**src/rtl/psp_pkg.sv**
```systemverilog
// shared types and constants of the pgm p5 stream parser
package psp_pkg;

  // default size limit of width and height, in bits
  localparam int PSP_DIM_BITS = 16;
  // depth of the queues between front, back and result ports
  localparam int PSP_QUEUE_DEPTH = 2;

  // result kinds
  localparam logic [1:0] KIND_HEADER = 2'd0;
  localparam logic [1:0] KIND_PIXEL  = 2'd1;
  localparam logic [1:0] KIND_ERROR  = 2'd2;

  // error codes
  localparam logic [2:0] ERR_BAD_MAGIC      = 3'd0;
  localparam logic [2:0] ERR_WIDTH_MISSING  = 3'd1;
  localparam logic [2:0] ERR_WIDTH_BAD      = 3'd2;
  localparam logic [2:0] ERR_HEIGHT_MISSING = 3'd3;
  localparam logic [2:0] ERR_HEIGHT_BAD     = 3'd4;
  localparam logic [2:0] ERR_MAXVAL_MISSING = 3'd5;
  localparam logic [2:0] ERR_MAXVAL_BAD     = 3'd6;
  localparam logic [2:0] ERR_EARLY_END      = 3'd7;

  // one classified input item
  typedef struct packed {
    logic       eof;
    logic       ws;
    logic       hash;
    logic       newline;
    logic       digit;
    logic [3:0] digit_val;
    logic       is_p;
    logic       is_5;
    logic [7:0] data;
  } byte_class_t;

  // one result item
  typedef struct packed {
    logic [1:0]  kind;
    logic [15:0] image_width;
    logic [15:0] image_height;
    logic [15:0] max_value;
    logic [15:0] pixel_value;
    logic [2:0]  error_code;
    logic        last_of_frame;
  } result_t;

endpackage

```
**src/rtl/psp_fifo.sv**
```systemverilog
// small register queue with push/full and pop/empty sides
module psp_fifo #(
  parameter int WIDTH = 8,
  parameter int DEPTH = 2
) (
  input  logic             clk,
  input  logic             rst,
  input  logic             push,
  input  logic [WIDTH-1:0] wr_data,
  output logic             full,
  input  logic             pop,
  output logic [WIDTH-1:0] rd_data,
  output logic             empty
);

  localparam int PTR_BITS = (DEPTH > 1) ? $clog2(DEPTH) : 1;
  localparam int CNT_BITS = $clog2(DEPTH + 1);
  localparam logic [PTR_BITS-1:0] LAST_PTR = PTR_BITS'(DEPTH - 1);
  localparam logic [CNT_BITS-1:0] FULL_CNT = CNT_BITS'(DEPTH);

  logic [WIDTH-1:0]    mem [DEPTH];
  logic [PTR_BITS-1:0] wr_ptr;
  logic [PTR_BITS-1:0] rd_ptr;
  logic [CNT_BITS-1:0] count;
  logic                do_push;
  logic                do_pop;

  assign full    = (count == FULL_CNT);
  assign empty   = (count == '0);
  assign do_push = push && !full;
  assign do_pop  = pop && !empty;
  assign rd_data = mem[rd_ptr];

  // storage
  always_ff @(posedge clk) begin
    if (do_push) begin
      mem[wr_ptr] <= wr_data;
    end
  end

  // pointers and fill count
  always_ff @(posedge clk) begin
    if (rst) begin
      wr_ptr <= '0;
      rd_ptr <= '0;
      count  <= '0;
    end else begin
      if (do_push) begin
        wr_ptr <= (wr_ptr == LAST_PTR) ? '0 : wr_ptr + 1'b1;
      end
      if (do_pop) begin
        rd_ptr <= (rd_ptr == LAST_PTR) ? '0 : rd_ptr + 1'b1;
      end
      if (do_push && !do_pop) begin
        count <= count + 1'b1;
      end else if (do_pop && !do_push) begin
        count <= count - 1'b1;
      end
    end
  end

endmodule

```
**src/rtl/psp_front.sv**
```systemverilog
// front end: classifies each input item for the parser
module psp_front (
  input  logic                [7:0] data_byte,
  input  logic                      end_of_file,
  output psp_pkg::byte_class_t      cls
);
  import psp_pkg::*;

  logic [7:0] digit_off;

  assign digit_off = data_byte - 8'd48;

  // character classes
  always_comb begin
    cls.eof       = end_of_file;
    cls.ws        = (data_byte == 8'd32) || (data_byte >= 8'd9 && data_byte <= 8'd13);
    cls.hash      = (data_byte == 8'd35);
    cls.newline   = (data_byte == 8'd10);
    cls.digit     = (data_byte >= 8'd48) && (data_byte <= 8'd57);
    cls.digit_val = digit_off[3:0];
    cls.is_p      = (data_byte == 8'd80);
    cls.is_5      = (data_byte == 8'd53);
    cls.data      = data_byte;
  end

endmodule

```
**src/rtl/psp_back.sv**
```systemverilog
// back end: header parser and pixel pairing, one item per cycle while the result queue has room
module psp_back #(
  parameter int DIM_BITS = psp_pkg::PSP_DIM_BITS
) (
  input  logic                 clk,
  input  logic                 rst,
  input  logic                 in_valid,
  input  psp_pkg::byte_class_t in_cls,
  output logic                 in_ready,
  input  logic                 out_full,
  output logic                 out_valid,
  output psp_pkg::result_t     out_res
);
  import psp_pkg::*;

  localparam logic [2:0] PH_MAGIC  = 3'd0;
  localparam logic [2:0] PH_WIDTH  = 3'd1;
  localparam logic [2:0] PH_HEIGHT = 3'd2;
  localparam logic [2:0] PH_MAXVAL = 3'd3;
  localparam logic [2:0] PH_PIXELS = 3'd4;
  localparam logic [2:0] PH_DONE   = 3'd5;

  localparam logic [1:0] MM_NONE  = 2'd0;
  localparam logic [1:0] MM_P     = 2'd1;
  localparam logic [1:0] MM_P5    = 2'd2;
  localparam logic [1:0] MM_WRONG = 2'd3;

  localparam logic [16:0] NUM_SAT = 17'd65536;
  localparam logic [16:0] DIM_MAX = 17'((18'd1 << DIM_BITS) - 18'd1);

  logic [2:0]          phase, phase_next;
  logic                in_comment, in_comment_next;
  logic                tok, tok_next;
  logic [1:0]          magic, magic_next;
  logic [16:0]         num, num_next;
  logic                bad, bad_next;
  logic [DIM_BITS-1:0] held_w, held_w_next;
  logic [DIM_BITS-1:0] held_h, held_h_next;
  logic [7:0]          hi, hi_next;
  logic                have_hi, have_hi_next;
  logic [DIM_BITS-1:0] col, col_next;
  logic [DIM_BITS-1:0] row, row_next;

  logic                take;
  logic [20:0]         acc;
  logic [2:0]          fin_phase;
  logic                fin_emit;
  result_t             fin_res;
  logic [DIM_BITS-1:0] fin_w;
  logic [DIM_BITS-1:0] fin_h;
  logic [2:0]          eff_phase;
  logic [DIM_BITS:0]   col_inc;
  logic [DIM_BITS:0]   row_inc;

  assign in_ready = !out_full;
  assign take     = in_valid && in_ready;
  assign acc      = ({4'd0, num} << 3) + ({4'd0, num} << 1) + 21'(in_cls.digit_val);
  assign col_inc  = {1'b0, col} + 1'b1;
  assign row_inc  = {1'b0, row} + 1'b1;

  // result of ending the current token
  always_comb begin
    fin_phase = phase;
    fin_emit  = 1'b0;
    fin_res   = '0;
    fin_w     = held_w;
    fin_h     = held_h;
    unique case (phase)
      PH_MAGIC: begin
        if (magic != MM_P5) begin
          fin_emit           = 1'b1;
          fin_res.kind       = KIND_ERROR;
          fin_res.error_code = ERR_BAD_MAGIC;
          fin_phase          = PH_DONE;
        end else begin
          fin_phase = PH_WIDTH;
        end
      end
      PH_WIDTH: begin
        if (bad || num > DIM_MAX) begin
          fin_emit           = 1'b1;
          fin_res.kind       = KIND_ERROR;
          fin_res.error_code = ERR_WIDTH_BAD;
          fin_phase          = PH_DONE;
        end else begin
          fin_w     = num[DIM_BITS-1:0];
          fin_phase = PH_HEIGHT;
        end
      end
      PH_HEIGHT: begin
        if (bad || num > DIM_MAX) begin
          fin_emit           = 1'b1;
          fin_res.kind       = KIND_ERROR;
          fin_res.error_code = ERR_HEIGHT_BAD;
          fin_phase          = PH_DONE;
        end else begin
          fin_h     = num[DIM_BITS-1:0];
          fin_phase = PH_MAXVAL;
        end
      end
      default: begin
        fin_emit = 1'b1;
        if (bad || num == 17'd0 || num[16]) begin
          fin_res.kind       = KIND_ERROR;
          fin_res.error_code = ERR_MAXVAL_BAD;
          fin_phase          = PH_DONE;
        end else begin
          fin_res.kind         = KIND_HEADER;
          fin_res.image_width  = 16'(held_w);
          fin_res.image_height = 16'(held_h);
          fin_res.max_value    = num[15:0];
          if (held_w == '0 || held_h == '0) begin
            fin_res.last_of_frame = 1'b1;
            fin_phase             = PH_DONE;
          end else begin
            fin_phase = PH_PIXELS;
          end
        end
      end
    endcase
  end

  // per-item state update
  always_comb begin
    phase_next      = phase;
    in_comment_next = in_comment;
    tok_next        = tok;
    magic_next      = magic;
    num_next        = num;
    bad_next        = bad;
    held_w_next     = held_w;
    held_h_next     = held_h;
    hi_next         = hi;
    have_hi_next    = have_hi;
    col_next        = col;
    row_next        = row;
    out_valid       = 1'b0;
    out_res         = '0;
    eff_phase       = phase;
    if (take) begin
      if (in_cls.eof) begin
        // end of file: report unless the frame is already done, then rearm
        if (phase <= PH_MAXVAL && tok) begin
          eff_phase = fin_phase;
        end
        if (phase <= PH_MAXVAL && tok && fin_phase == PH_DONE) begin
          out_valid = 1'b1;
          out_res   = fin_res;
        end else begin
          out_res.kind = KIND_ERROR;
          unique case (eff_phase)
            PH_MAGIC: begin
              out_valid          = 1'b1;
              out_res.error_code = ERR_BAD_MAGIC;
            end
            PH_WIDTH: begin
              out_valid          = 1'b1;
              out_res.error_code = ERR_WIDTH_MISSING;
            end
            PH_HEIGHT: begin
              out_valid          = 1'b1;
              out_res.error_code = ERR_HEIGHT_MISSING;
            end
            PH_MAXVAL: begin
              out_valid          = 1'b1;
              out_res.error_code = ERR_MAXVAL_MISSING;
            end
            PH_PIXELS: begin
              out_valid          = 1'b1;
              out_res.error_code = ERR_EARLY_END;
            end
            default: begin
              out_res = '0;
            end
          endcase
        end
        phase_next      = PH_MAGIC;
        in_comment_next = 1'b0;
        tok_next        = 1'b0;
        magic_next      = MM_NONE;
        num_next        = '0;
        bad_next        = 1'b0;
        held_w_next     = '0;
        held_h_next     = '0;
        hi_next         = '0;
        have_hi_next    = 1'b0;
        col_next        = '0;
        row_next        = '0;
      end else if (phase == PH_PIXELS) begin
        // pair bytes into samples, high byte first
        if (!have_hi) begin
          hi_next      = in_cls.data;
          have_hi_next = 1'b1;
        end else begin
          have_hi_next        = 1'b0;
          out_valid           = 1'b1;
          out_res.kind        = KIND_PIXEL;
          out_res.pixel_value = {hi, in_cls.data};
          if (col_inc >= {1'b0, held_w}) begin
            col_next = '0;
            if (row_inc >= {1'b0, held_h}) begin
              out_res.last_of_frame = 1'b1;
              phase_next            = PH_DONE;
            end else begin
              row_next = row_inc[DIM_BITS-1:0];
            end
          end else begin
            col_next = col_inc[DIM_BITS-1:0];
          end
        end
      end else if (phase <= PH_MAXVAL) begin
        // header tokens, whitespace and comments
        if (in_comment) begin
          if (in_cls.newline) begin
            in_comment_next = 1'b0;
          end
        end else if (!tok && in_cls.ws) begin
          tok_next = 1'b0;
        end else if (!tok && in_cls.hash) begin
          in_comment_next = 1'b1;
        end else if (tok && in_cls.ws) begin
          tok_next    = 1'b0;
          magic_next  = MM_NONE;
          num_next    = '0;
          bad_next    = 1'b0;
          phase_next  = fin_phase;
          held_w_next = fin_w;
          held_h_next = fin_h;
          out_valid   = fin_emit;
          out_res     = fin_res;
          if (fin_phase == PH_PIXELS) begin
            col_next     = '0;
            row_next     = '0;
            have_hi_next = 1'b0;
          end
        end else begin
          // feed one character into the token
          tok_next = 1'b1;
          if (phase == PH_MAGIC) begin
            if (magic == MM_NONE && in_cls.is_p) begin
              magic_next = MM_P;
            end else if (magic == MM_P && in_cls.is_5) begin
              magic_next = MM_P5;
            end else begin
              magic_next = MM_WRONG;
            end
          end else if (in_cls.digit) begin
            if (acc > 21'd65535) begin
              num_next = NUM_SAT;
              bad_next = 1'b1;
            end else begin
              num_next = acc[16:0];
            end
          end else begin
            bad_next = 1'b1;
          end
        end
      end
    end
  end

  // state registers
  always_ff @(posedge clk) begin
    if (rst) begin
      phase      <= PH_MAGIC;
      in_comment <= 1'b0;
      tok        <= 1'b0;
      magic      <= MM_NONE;
      num        <= '0;
      bad        <= 1'b0;
      held_w     <= '0;
      held_h     <= '0;
      hi         <= '0;
      have_hi    <= 1'b0;
      col        <= '0;
      row        <= '0;
    end else begin
      phase      <= phase_next;
      in_comment <= in_comment_next;
      tok        <= tok_next;
      magic      <= magic_next;
      num        <= num_next;
      bad        <= bad_next;
      held_w     <= held_w_next;
      held_h     <= held_h_next;
      hi         <= hi_next;
      have_hi    <= have_hi_next;
      col        <= col_next;
      row        <= row_next;
    end
  end

endmodule

```
**src/rtl/pgm_p5_stream_parser.sv**
```systemverilog
// top level of the pgm p5 stream parser
// Parses a 16-bit binary PGM (P5) file fed one byte per item, closed by an
// end-of-file item, and returns a header item, one item per big-endian pixel
// sample (the last one marked) or an error item. The block takes one item
// per clock cycle while the front queue has room: the front classifies each
// byte into a two-entry queue, the back parser updates its state once per
// item, and results leave through a two-entry output queue; a result is made
// from a byte held in the front queue and registered in the result queue
// before it can be popped. Input is held back only once a full result queue
// has stalled the back parser long enough to fill the front queue. width and
// height are limited to DIM_BITS bits; there is no clearing pass after reset.
module pgm_p5_stream_parser #(
  parameter int DIM_BITS = psp_pkg::PSP_DIM_BITS
) (
  input  logic        clk,
  input  logic        rst,
  input  logic        push,
  output logic        full,
  input  logic [7:0]  data_byte,
  input  logic        end_of_file,
  output logic        empty,
  input  logic        pop,
  output logic [1:0]  result_kind,
  output logic [15:0] image_width,
  output logic [15:0] image_height,
  output logic [15:0] max_value,
  output logic [15:0] pixel_value,
  output logic [2:0]  error_code,
  output logic        last_of_frame
);
  import psp_pkg::*;

  localparam int CLS_BITS = $bits(byte_class_t);
  localparam int RES_BITS = $bits(result_t);

  byte_class_t         cls_in;
  byte_class_t         cls_q;
  logic [CLS_BITS-1:0] cls_bits;
  logic                cls_empty;
  logic                back_ready;
  result_t             back_res;
  logic                back_valid;
  logic                res_full;
  logic [RES_BITS-1:0] res_bits;
  result_t             res_q;

  // classify incoming items
  psp_front u_front (
    .data_byte   (data_byte),
    .end_of_file (end_of_file),
    .cls         (cls_in)
  );

  // queue between front and back
  psp_fifo #(
    .WIDTH (CLS_BITS),
    .DEPTH (PSP_QUEUE_DEPTH)
  ) u_cls_fifo (
    .clk     (clk),
    .rst     (rst),
    .push    (push),
    .wr_data (cls_in),
    .full    (full),
    .pop     (back_ready),
    .rd_data (cls_bits),
    .empty   (cls_empty)
  );

  assign cls_q = cls_bits;

  // parser
  psp_back #(
    .DIM_BITS (DIM_BITS)
  ) u_back (
    .clk       (clk),
    .rst       (rst),
    .in_valid  (!cls_empty),
    .in_cls    (cls_q),
    .in_ready  (back_ready),
    .out_full  (res_full),
    .out_valid (back_valid),
    .out_res   (back_res)
  );

  // result queue
  psp_fifo #(
    .WIDTH (RES_BITS),
    .DEPTH (PSP_QUEUE_DEPTH)
  ) u_res_fifo (
    .clk     (clk),
    .rst     (rst),
    .push    (back_valid),
    .wr_data (back_res),
    .full    (res_full),
    .pop     (pop),
    .rd_data (res_bits),
    .empty   (empty)
  );

  // result ports
  assign res_q         = res_bits;
  assign result_kind   = res_q.kind;
  assign image_width   = res_q.image_width;
  assign image_height  = res_q.image_height;
  assign max_value     = res_q.max_value;
  assign pixel_value   = res_q.pixel_value;
  assign error_code    = res_q.error_code;
  assign last_of_frame = res_q.last_of_frame;

  // checks
  a_no_push_full: assert property (@(posedge clk) disable iff (rst)
    back_valid |-> !res_full)
    else $error("result pushed into a full queue");

  a_item_queued: assert property (@(posedge clk) disable iff (rst)
    (push && !full) |=> !cls_empty)
    else $error("accepted item missing from the front queue");

  a_last_not_error: assert property (@(posedge clk) disable iff (rst)
    (!empty && last_of_frame) |-> (result_kind != KIND_ERROR))
    else $error("frame end marked on an error item");

  a_error_clean: assert property (@(posedge clk) disable iff (rst)
    (!empty && result_kind == KIND_ERROR) |-> (pixel_value == '0 && max_value == '0))
    else $error("error item carries payload");

endmodule
```
**config.mk**
```make
export PLATFORM = sky130hd
export DESIGN_NAME = pgm_p5_stream_parser
export DESIGN_NICKNAME = d
export VERILOG_FILES = /design/src/rtl/psp_pkg.sv /design/src/rtl/psp_fifo.sv /design/src/rtl/psp_front.sv /design/src/rtl/psp_back.sv /design/src/rtl/pgm_p5_stream_parser.sv
export SDC_FILE = /design/constraint.sdc
export NUM_CORES = 1
export LEC_CHECK = 0
export BUFFER_PORTS_ARGS = -buffer_cell sky130_fd_sc_hd__buf_2
export CAP_MARGIN = 20
export CORE_ASPECT_RATIO = 1.1
export CORE_UTILIZATION = 35
export CTS_CLUSTER_DIAMETER = 80
export DETAILED_ROUTE_END_ITERATION = 12
export GPL_ROUTABILITY_DRIVEN = 0
export MAX_ROUTING_LAYER = met4
export SETUP_SLACK_MARGIN = 0.3
export SLEW_MARGIN = 20
export SYNTH_ARGS = -nofsm -noshare
export SYNTH_HDL_FRONTEND = slang
export SYNTH_SLANG_ARGS = --single-unit
export TNS_END_PERCENT = 100
```
**constraint.sdc**
```tcl
create_clock -name clk -period 6.8 [get_ports clk]
set_input_delay 1.36 -clock clk [delete_from_list [all_inputs] [get_ports clk]]
set_output_delay 1.36 -clock clk [all_outputs]
set_load 0.01 [all_outputs]
```
==> results.sh, run 1 <==
export IMPL_outcome="complete, no violations"
export IMPL_yosys_top_cells_area="edfxtp_1, dfxtp_1, ha_1"
export IMPL_power_leakage_nw=5.79
export IMPL_first_iter_violations=614
export IMPL_synth_nets=1313
export IMPL_setup_ws_ns=2.36
export IMPL_cts_hold_buf=0
export IMPL_grt_pass1_wl_um=51700
export IMPL_worstPathArrival_ns=4.94
export IMPL_synth_seq_cells=278
export IMPL_die_area_sq_mm=0.0400
export IMPL_drc_errors=0
export IMPL_grt_use_total=0.167
export IMPL_grt_pass1_vias=9515
export IMPL_ys_seq_area_frac=0.529
export IMPL_die_h_um=210
export IMPL_synth_top_flop_cell="edfxtp_1"
export IMPL_setup_viol=0
export IMPL_hold_viol_final=0
export IMPL_synth_edf_count=170
export IMPL_nFillCells=3665
export IMPL_antenna_found_initial=0
export IMPL_cts_post_setup_buffers_inserted=0
export IMPL_critical_path_buf_inv_count=2
export IMPL_overflow=0
export IMPL_slew_viol_final=0
export IMPL_period_minus_slack_ns=4.44
export IMPL_floorplan_rows=75
export IMPL_synth_top_cell_by_area="edfxtp_1"
export IMPL_pin_count=85
export IMPL_dp_hpwl_um=22100
export IMPL_routed_wl_um=32100
export IMPL_synthTopCellsByCount="edfxtp_1, dfxtp_1, nor2_1"
export IMPL_start_kind="flip-flop"
export IMPL_grt_setup_unrepaired="no"
export IMPL_dp_slack_ns=2.37
export IMPL_timing_setup_tns_ns=0
export IMPL_netlist_area_sq_mm=0.0137
export IMPL_fp_coreArea_sq_mm=0.0384
export IMPL_worstSkewPairLatency_ns=0.57
export IMPL_via_per_inst=5.32
export IMPL_powerDensity_mw_per_mm2=328
export IMPL_grt_max_degree=71
export IMPL_cts_buffer_depth=3
export IMPL_post_drt_wl_per_cell_um=17.7
export IMPL_drive_above_1_share=0.186
export IMPL_cts_sinks=278
export IMPL_synth_cells=1229
export IMPL_cts_tree="yes"
export IMPL_syn_to_final_growth_pct=12.8
export IMPL_yosysMostFrequentCell="edfxtp_1"
export IMPL_cts_htree_levels=1
export IMPL_cp_max_fo=19
export IMPL_cts_resized=0
export IMPL_hold_path_class="reg -> reg"
export IMPL_postSynthAreaPerCell_sq_um=11.2
export IMPL_peakVddDrop_uv=324
export IMPL_synthArstFlopShare=0
export IMPL_die_x_um=191
export IMPL_cpPeakStageDelay_ns=0.96
export IMPL_yosysTopAreaCellShare=0.372
export IMPL_cp_slowest_cell="dfxtp_1"
export IMPL_io_buffers=84
export IMPL_crit_path_end_kind="flip-flop"
export IMPL_cts_buffers=28
export IMPL_cts_root_buf="clkbuf_16"
export IMPL_start_util=0.358
export IMPL_path_clk_slew_ns=0.06
export IMPL_num_antenna_cells=0
export IMPL_fin_nets=1376
export IMPL_clock_fmax_mhz=225
export IMPL_skew_ns=0.0255
export IMPL_postLayoutCellArea_sq_mm=0.0155
export IMPL_tightest_slew_ns=1.05
export IMPL_worst_setup_path_type="reg -> reg"
export IMPL_max_cap_violations=0
export IMPL_required_ns=7.29
export IMPL_post_route_period_util=0.653
export IMPL_synth_warnings=0
export IMPL_place_area_sq_mm=0.0146
export IMPL_cp_top_family="compound AO/OA/AOI/OAI gates"
export IMPL_postRouteAntennaNets=0
export IMPL_vias=9654
export IMPL_slew_headroom=0.303
export IMPL_crit_chain="mux2i_1 > inv_1 > ha_1 > ha_1 > inv_1 > fa_1 > nor2b_1 > o31a_1 > o41ai_2 > o21ai_0 > xnor2_1 > o2111ai_2 > nor2_2 > a22o_1"
export IMPL_synth_cell_type_count=79
export IMPL_first_pass_iters=4
==> path summary, 6_finish.rpt <==
path,startpoint,to,slack (ns),cells past startpoint
worst max-delay path,flip-flop,u_back.num[15]$_SDFFE_PP0P_,2.36,14
worst min-delay path,u_back.held_w[1]$_SDFFE_PP0P_,u_back.held_w[1]$_SDFFE_PP0P_,0.47,2
worst max register to register,flip-flop,u_back.num[15]$_SDFFE_PP0P_,2.36,14
worst min register to register,u_back.held_w[1]$_SDFFE_PP0P_,u_back.held_w[1]$_SDFFE_PP0P_,0.47,2
==> worst register-to-register path, cell delays in order (launching register included) <==
cell and delay, ns:
dfxtp_1 0.96, mux2i_1 0.41, inv_1 0.09, ha_1 0.32
ha_1 0.22, inv_1 0.07, fa_1 0.21, nor2b_1 0.08
o31a_1 0.27, o41ai_2 0.39, o21ai_0 0.20, xnor2_1 0.21
o2111ai_2 0.24, nor2_2 0.48, a22o_1 0.21
==> registers in the layout, summed over array words and instances (netlist names), named ones only <==
signal	flops
u_back.row	16
u_back.col	16
u_back.phase	3
u_back.magic	2
u_back.tok	1
u_res_fifo.wr_ptr	1
u_res_fifo.rd_ptr	1
u_back.have_hi	1
u_cls_fifo.mem	30
u_back.hi	8
u_cls_fifo.rd_ptr	1
u_back.held_h	16
u_cls_fifo.count	2
u_res_fifo.count	2
u_back.held_w	16
u_res_fifo.mem	140
u_back.in_comment	1
u_back.num	17
u_cls_fifo.wr_ptr	1
u_back.bad	1
==> placed cells by master, fill, tap and decap left out, types with 10 or more instances in the layout <==
cell type,netlist,layout
a21o_1,13,13
a21oi_1,77,77
a22o_1,29,29
a22oi_1,17,17
and2_1,34,33
and3_1,10,10
buf_2,8,84
clkbuf_16,0,28
dfxtp_1,108,107
edfxtp_1,170,170
ha_1,69,69
inv_1,53,53
mux2_2,73,73
mux2i_1,16,15
nand2_1,76,76
nand2b_1,11,11
nand3_1,48,48
nand4_1,19,19
nor2_1,89,89
nor3_1,19,18
nor4_1,45,45
o21ai_0,33,33
xnor2_1,20,20
xor2_1,22,22
==> metrics by stage <==
| stage | util | cells | hold slack, ns | total power (W) |
|---|---|---|---|---|
| floorplan | - | 1229 | 0.445 | 0.00314 |
| global placement | 0.379 | 1762 | 0.458 | 0.00357 |
| detailed placement | 0.379 | 1762 | 0.463 | 0.00359 |
| CTS | 0.403 | 1814 | 0.470 | 0.00515 |
| global route | 0.403 | 1814 | 0.493 | 0.00534 |
| finish | 0.403 | 1814 | 0.473 | 0.00508 |
==> where the power goes <==
group,switching (W),internal (W)
clock network,0.000665,0.000880
registers,0.000174,0.00208
logic,0.000771,0.000503
total,0.00161,0.00347
==> layout make-up <==
cell class,instances,area (sq um),share of cell area
Clock inverter,17,158,0.0102
Sequential cell,278,7270,0.470
Tap cell,500,626,0.0404
Clock buffer,35,767,0.0495
Timing Repair Buffer,91,473,0.0305
Multi-Input combinational cell,839,5990,0.387
Inverter,54,203,0.0131
==> logic make-up (layout without fill, tap and decap cells) <==
group | Yosys count | count (layout) | share of synthesized area
buffers and inverters | 112 | 197 | 0.0358
and+or+nand+nor | 393 | 393 | 0.149
muxes | 90 | 90 | 0.0727
xor gates and xnor gates | 42 | 42 | 0.0268
DFF | 278 | 278 | 0.529
adders and majority gates | 71 | 71 | 0.0658
AOI/OAI and AO/OA | 243 | 243 | 0.120
==> routing by layer <==
layer	share of wire	track usage
met1	0.44	0.209
met2	0.49	0.278
met3	0.038	0.0214
met4	0.024	0.0499
met5	0	-
Power figures use the tool's default switching activity.
==> run 2, diff against run 1 <==
- clock period: 6.8 -> 4.5 ns (I/O delays scaled with it)
==> run 2 against run 1 <==
  * Register-to-register slack got worse by 1.8 ns
  * Total power rose by 50%
  * Largest power group unchanged
  * Die area stayed put
  * Critical endpoint is now u_back.phase[1]$_SDFFE_PP0P_
  * Critical path type unchanged
  * Clock skew shrank 0.0087 ns
  * Global-route usage about the same
  * First-iteration DRC count shrank 6.2%
  * Utilization is 0.21 points higher
  * Setup slack lost 1.8 ns
  * Maximum frequency increased by 14%
==> results.sh, run 2 (same netlist as run 1, synthesis figures left out) <==
export IMPL_routed_wl_um=32200
export IMPL_p_int_w=0.00519
export IMPL_place_inst=1771
export IMPL_worstPathArrival_ns=4.39
export IMPL_power_leakage_nw=5.83
export IMPL_seqPwrFrac=0.437
export IMPL_skew_ns=0.0168
export IMPL_grt_use_total=0.167
export IMPL_fin_nets=1387
export IMPL_cts_buffers=28
export IMPL_cp_slowest_cell="a2111oi_0"
export IMPL_grt_pass1_vias=9517
export IMPL_fp_coreArea_sq_mm=0.0384
export IMPL_drive_above_1_share=0.192
export IMPL_post_route_period_util=0.865
export IMPL_clock_fmax_mhz=257
export IMPL_top_register="u_res_fifo.mem"
export IMPL_slew_viol_final=0
export IMPL_min_to="u_back.held_w[3]$_SDFFE_PP0P_"
export IMPL_num_antenna_cells=0
export IMPL_cpPeakStageDelay_ns=0.44
export IMPL_critical_path_buf_inv_count=0
export IMPL_grt_setup_unrepaired="no"
export IMPL_final_cell_mix="edfxtp_1, dfxtp_1, nor2_1"
export IMPL_powerDensity_mw_per_mm2=490
export IMPL_crit_path_end_kind="flip-flop"
export IMPL_hold_start="u_back.held_w[3]$_SDFFE_PP0P_"
export IMPL_cts_buffer_depth=3
export IMPL_dp_hpwl_um=22600
export IMPL_pin_count=85
export IMPL_slew_headroom=0.377
export IMPL_cp_top_family="simple AND/OR/NAND/NOR gates"
export IMPL_floorplan_rows=75
export IMPL_die_area_sq_mm=0.0400
export IMPL_r2r_cells=13
export IMPL_rrSetupSlack_ns=0.61
export IMPL_post_drt_wl_per_cell_um=17.7
export IMPL_min_path_cells=2
export IMPL_io_buffers=84
export IMPL_cts_htree_levels=1
export IMPL_cts_hold_buf=0
export IMPL_postRouteAntennaNets=0
export IMPL_period_minus_slack_ns=3.89
export IMPL_drc_errors=0
export IMPL_pwr_share_comb=0.266
export IMPL_overflow=0
export IMPL_start_util=0.358
export IMPL_die_h_um=210
export IMPL_regToRegEndpoint="u_back.phase[1]$_SDFFE_PP0P_"
export IMPL_timing_setup_tns_ns=0
export IMPL_crit_chain="ha_1 > and4_1 > nand4_1 > o31a_1 > or2_2 > ha_1 > nand3_1 > a2111oi_0 > a211oi_1 > nand3_1 > nand3_1 > or3_1 > a21oi_1"
export IMPL_cts_root_buf="clkbuf_16"
export IMPL_cts_sinks=278
export IMPL_die_x_um=191
export IMPL_worst_setup_path_type="reg -> reg"
export IMPL_place_area_sq_mm=0.0146
export IMPL_tightest_slew_ns=0.930
export IMPL_grt_max_degree=46
export IMPL_first_iter_violations=576
export IMPL_via_per_inst=5.27
export IMPL_syn_to_final_growth_pct=13.4
export IMPL_first_pass_iters=7
export IMPL_antenna_found_initial=0
export IMPL_vias=9612
export IMPL_hold_viol_final=0
export IMPL_postLayoutCellArea_sq_mm=0.0156
export IMPL_grt_pass1_wl_um=51500
export IMPL_top_regs="u_res_fifo.mem x140, u_cls_fifo.mem x30, u_back.num x17"
export IMPL_instances_no_fill=1825
export IMPL_path_clk_slew_ns=0.07
export IMPL_nFillCells=3628
export IMPL_clkPwrFrac=0.297
export IMPL_max_cap_violations=0
export IMPL_post_route_util=0.406
export IMPL_reg2reg_from="u_back.row[0]$_SDFFE_PP0P_"
export IMPL_switching_share=0.320
export IMPL_outcome="complete, no violations"
export IMPL_largest_reg_flops=140
export IMPL_required_ns=5.00
export IMPL_worstSkewPairLatency_ns=0.56
export IMPL_setup_viol=0
export IMPL_mostFrequentLayoutCell="edfxtp_1"
export IMPL_peakVddDrop_uv=378
export IMPL_cts_tree="yes"
export IMPL_path_common_cell="nand3_1"
export IMPL_power_switching_w=0.00244
export IMPL_start_kind="flip-flop"
export IMPL_cp_max_fo=7
export IMPL_hold_path_class="reg -> reg"
-- run 2: cell types whose count changed in the layout (fill, tap and decap cells not counted), sizes merged --
cell | previous run | this run
inv | 56 | 55
clkinvlp | 2 | 3
clkbuf | 35 | 32
buf | 91 | 102
clkinv | 11 | 14
-- run 2: routing by layer --
layer,global-route usage,up-vias,share of wire
met2,0.276,217,0.49
met5,-,-,0
met4,0.0474,0,0.020
met1,0.212,4632,0.44
li1,-,4723,-
met3,0.0222,40,0.046
-- run 2: worst max-delay path by stage --
| stage | startpoint | endpoint | slack, ns | cells past startpoint |
|---|---|---|---|---|
| after global placement | u_back.row[0]$_SDFFE_PP0P_ | u_back.row[6]$_SDFFE_PP0P_ | 0.49 | 13 |
| after global routing | u_back.row[0]$_SDFFE_PP0P_ | u_back.phase[1]$_SDFFE_PP0P_ | 0.30 | 13 |
| after floorplan | flip-flop | u_back.num[4]$_SDFFE_PP0P_ | 0.80 | 17 |
| after detailed placement | u_back.row[0]$_SDFFE_PP0P_ | u_back.row[6]$_SDFFE_PP0P_ | 0.41 | 13 |
| after CTS | flip-flop | u_back.num[4]$_SDFFE_PP0P_ | 0.37 | 15 |
| final | u_back.row[0]$_SDFFE_PP0P_ | u_back.phase[1]$_SDFFE_PP0P_ | 0.61 | 13 |
-- run 2: through the flow --
step / power, W / hold WS (ns) / setup WS, ns
after CTS: 0.00773 / 0.473 / 0.369
after global placement: 0.00542 / 0.457 / 0.490
after detailed placement: 0.00545 / 0.466 / 0.408
after global routing: 0.00803 / 0.504 / 0.300
after floorplan: 0.00474 / 0.445 / 0.802
final: 0.00763 / 0.469 / 0.606
-- run 2: power by group through the flow --
stage	sequential [W]	clock, W	combinational, W
floorplan	0.00330	0	0.00144
global placement	0.00338	0	0.00204
detailed placement	0.00339	0	0.00206
CTS	0.00334	0.00232	0.00206
global route	0.00338	0.00241	0.00223
finish	0.00334	0.00226	0.00203
-- run 2: layout make-up --
type	count	area [sq um]	area share
flip-flops and latches	278	7270	0.467
multi-input cells	839	6000	0.385
clock buffers	32	716	0.0460
well taps	500	626	0.0402
repair buffers	102	581	0.0373
inverters	54	203	0.0130
clock inverters	20	171	0.0110
-- run 2: repair_timing --
item / 4_1_cts / 5_1_grt
resized for setup: 0 / 3
setup endpoints to repair: 0 / 29
buffers inserted: 0 / 2
-- run 2: tightest hold or removal path, cell delays in order, from the launching register on --
cell and delay (ns):
dfxtp_1 0.32, nand2_1 0.05, a21oi_1 0.05
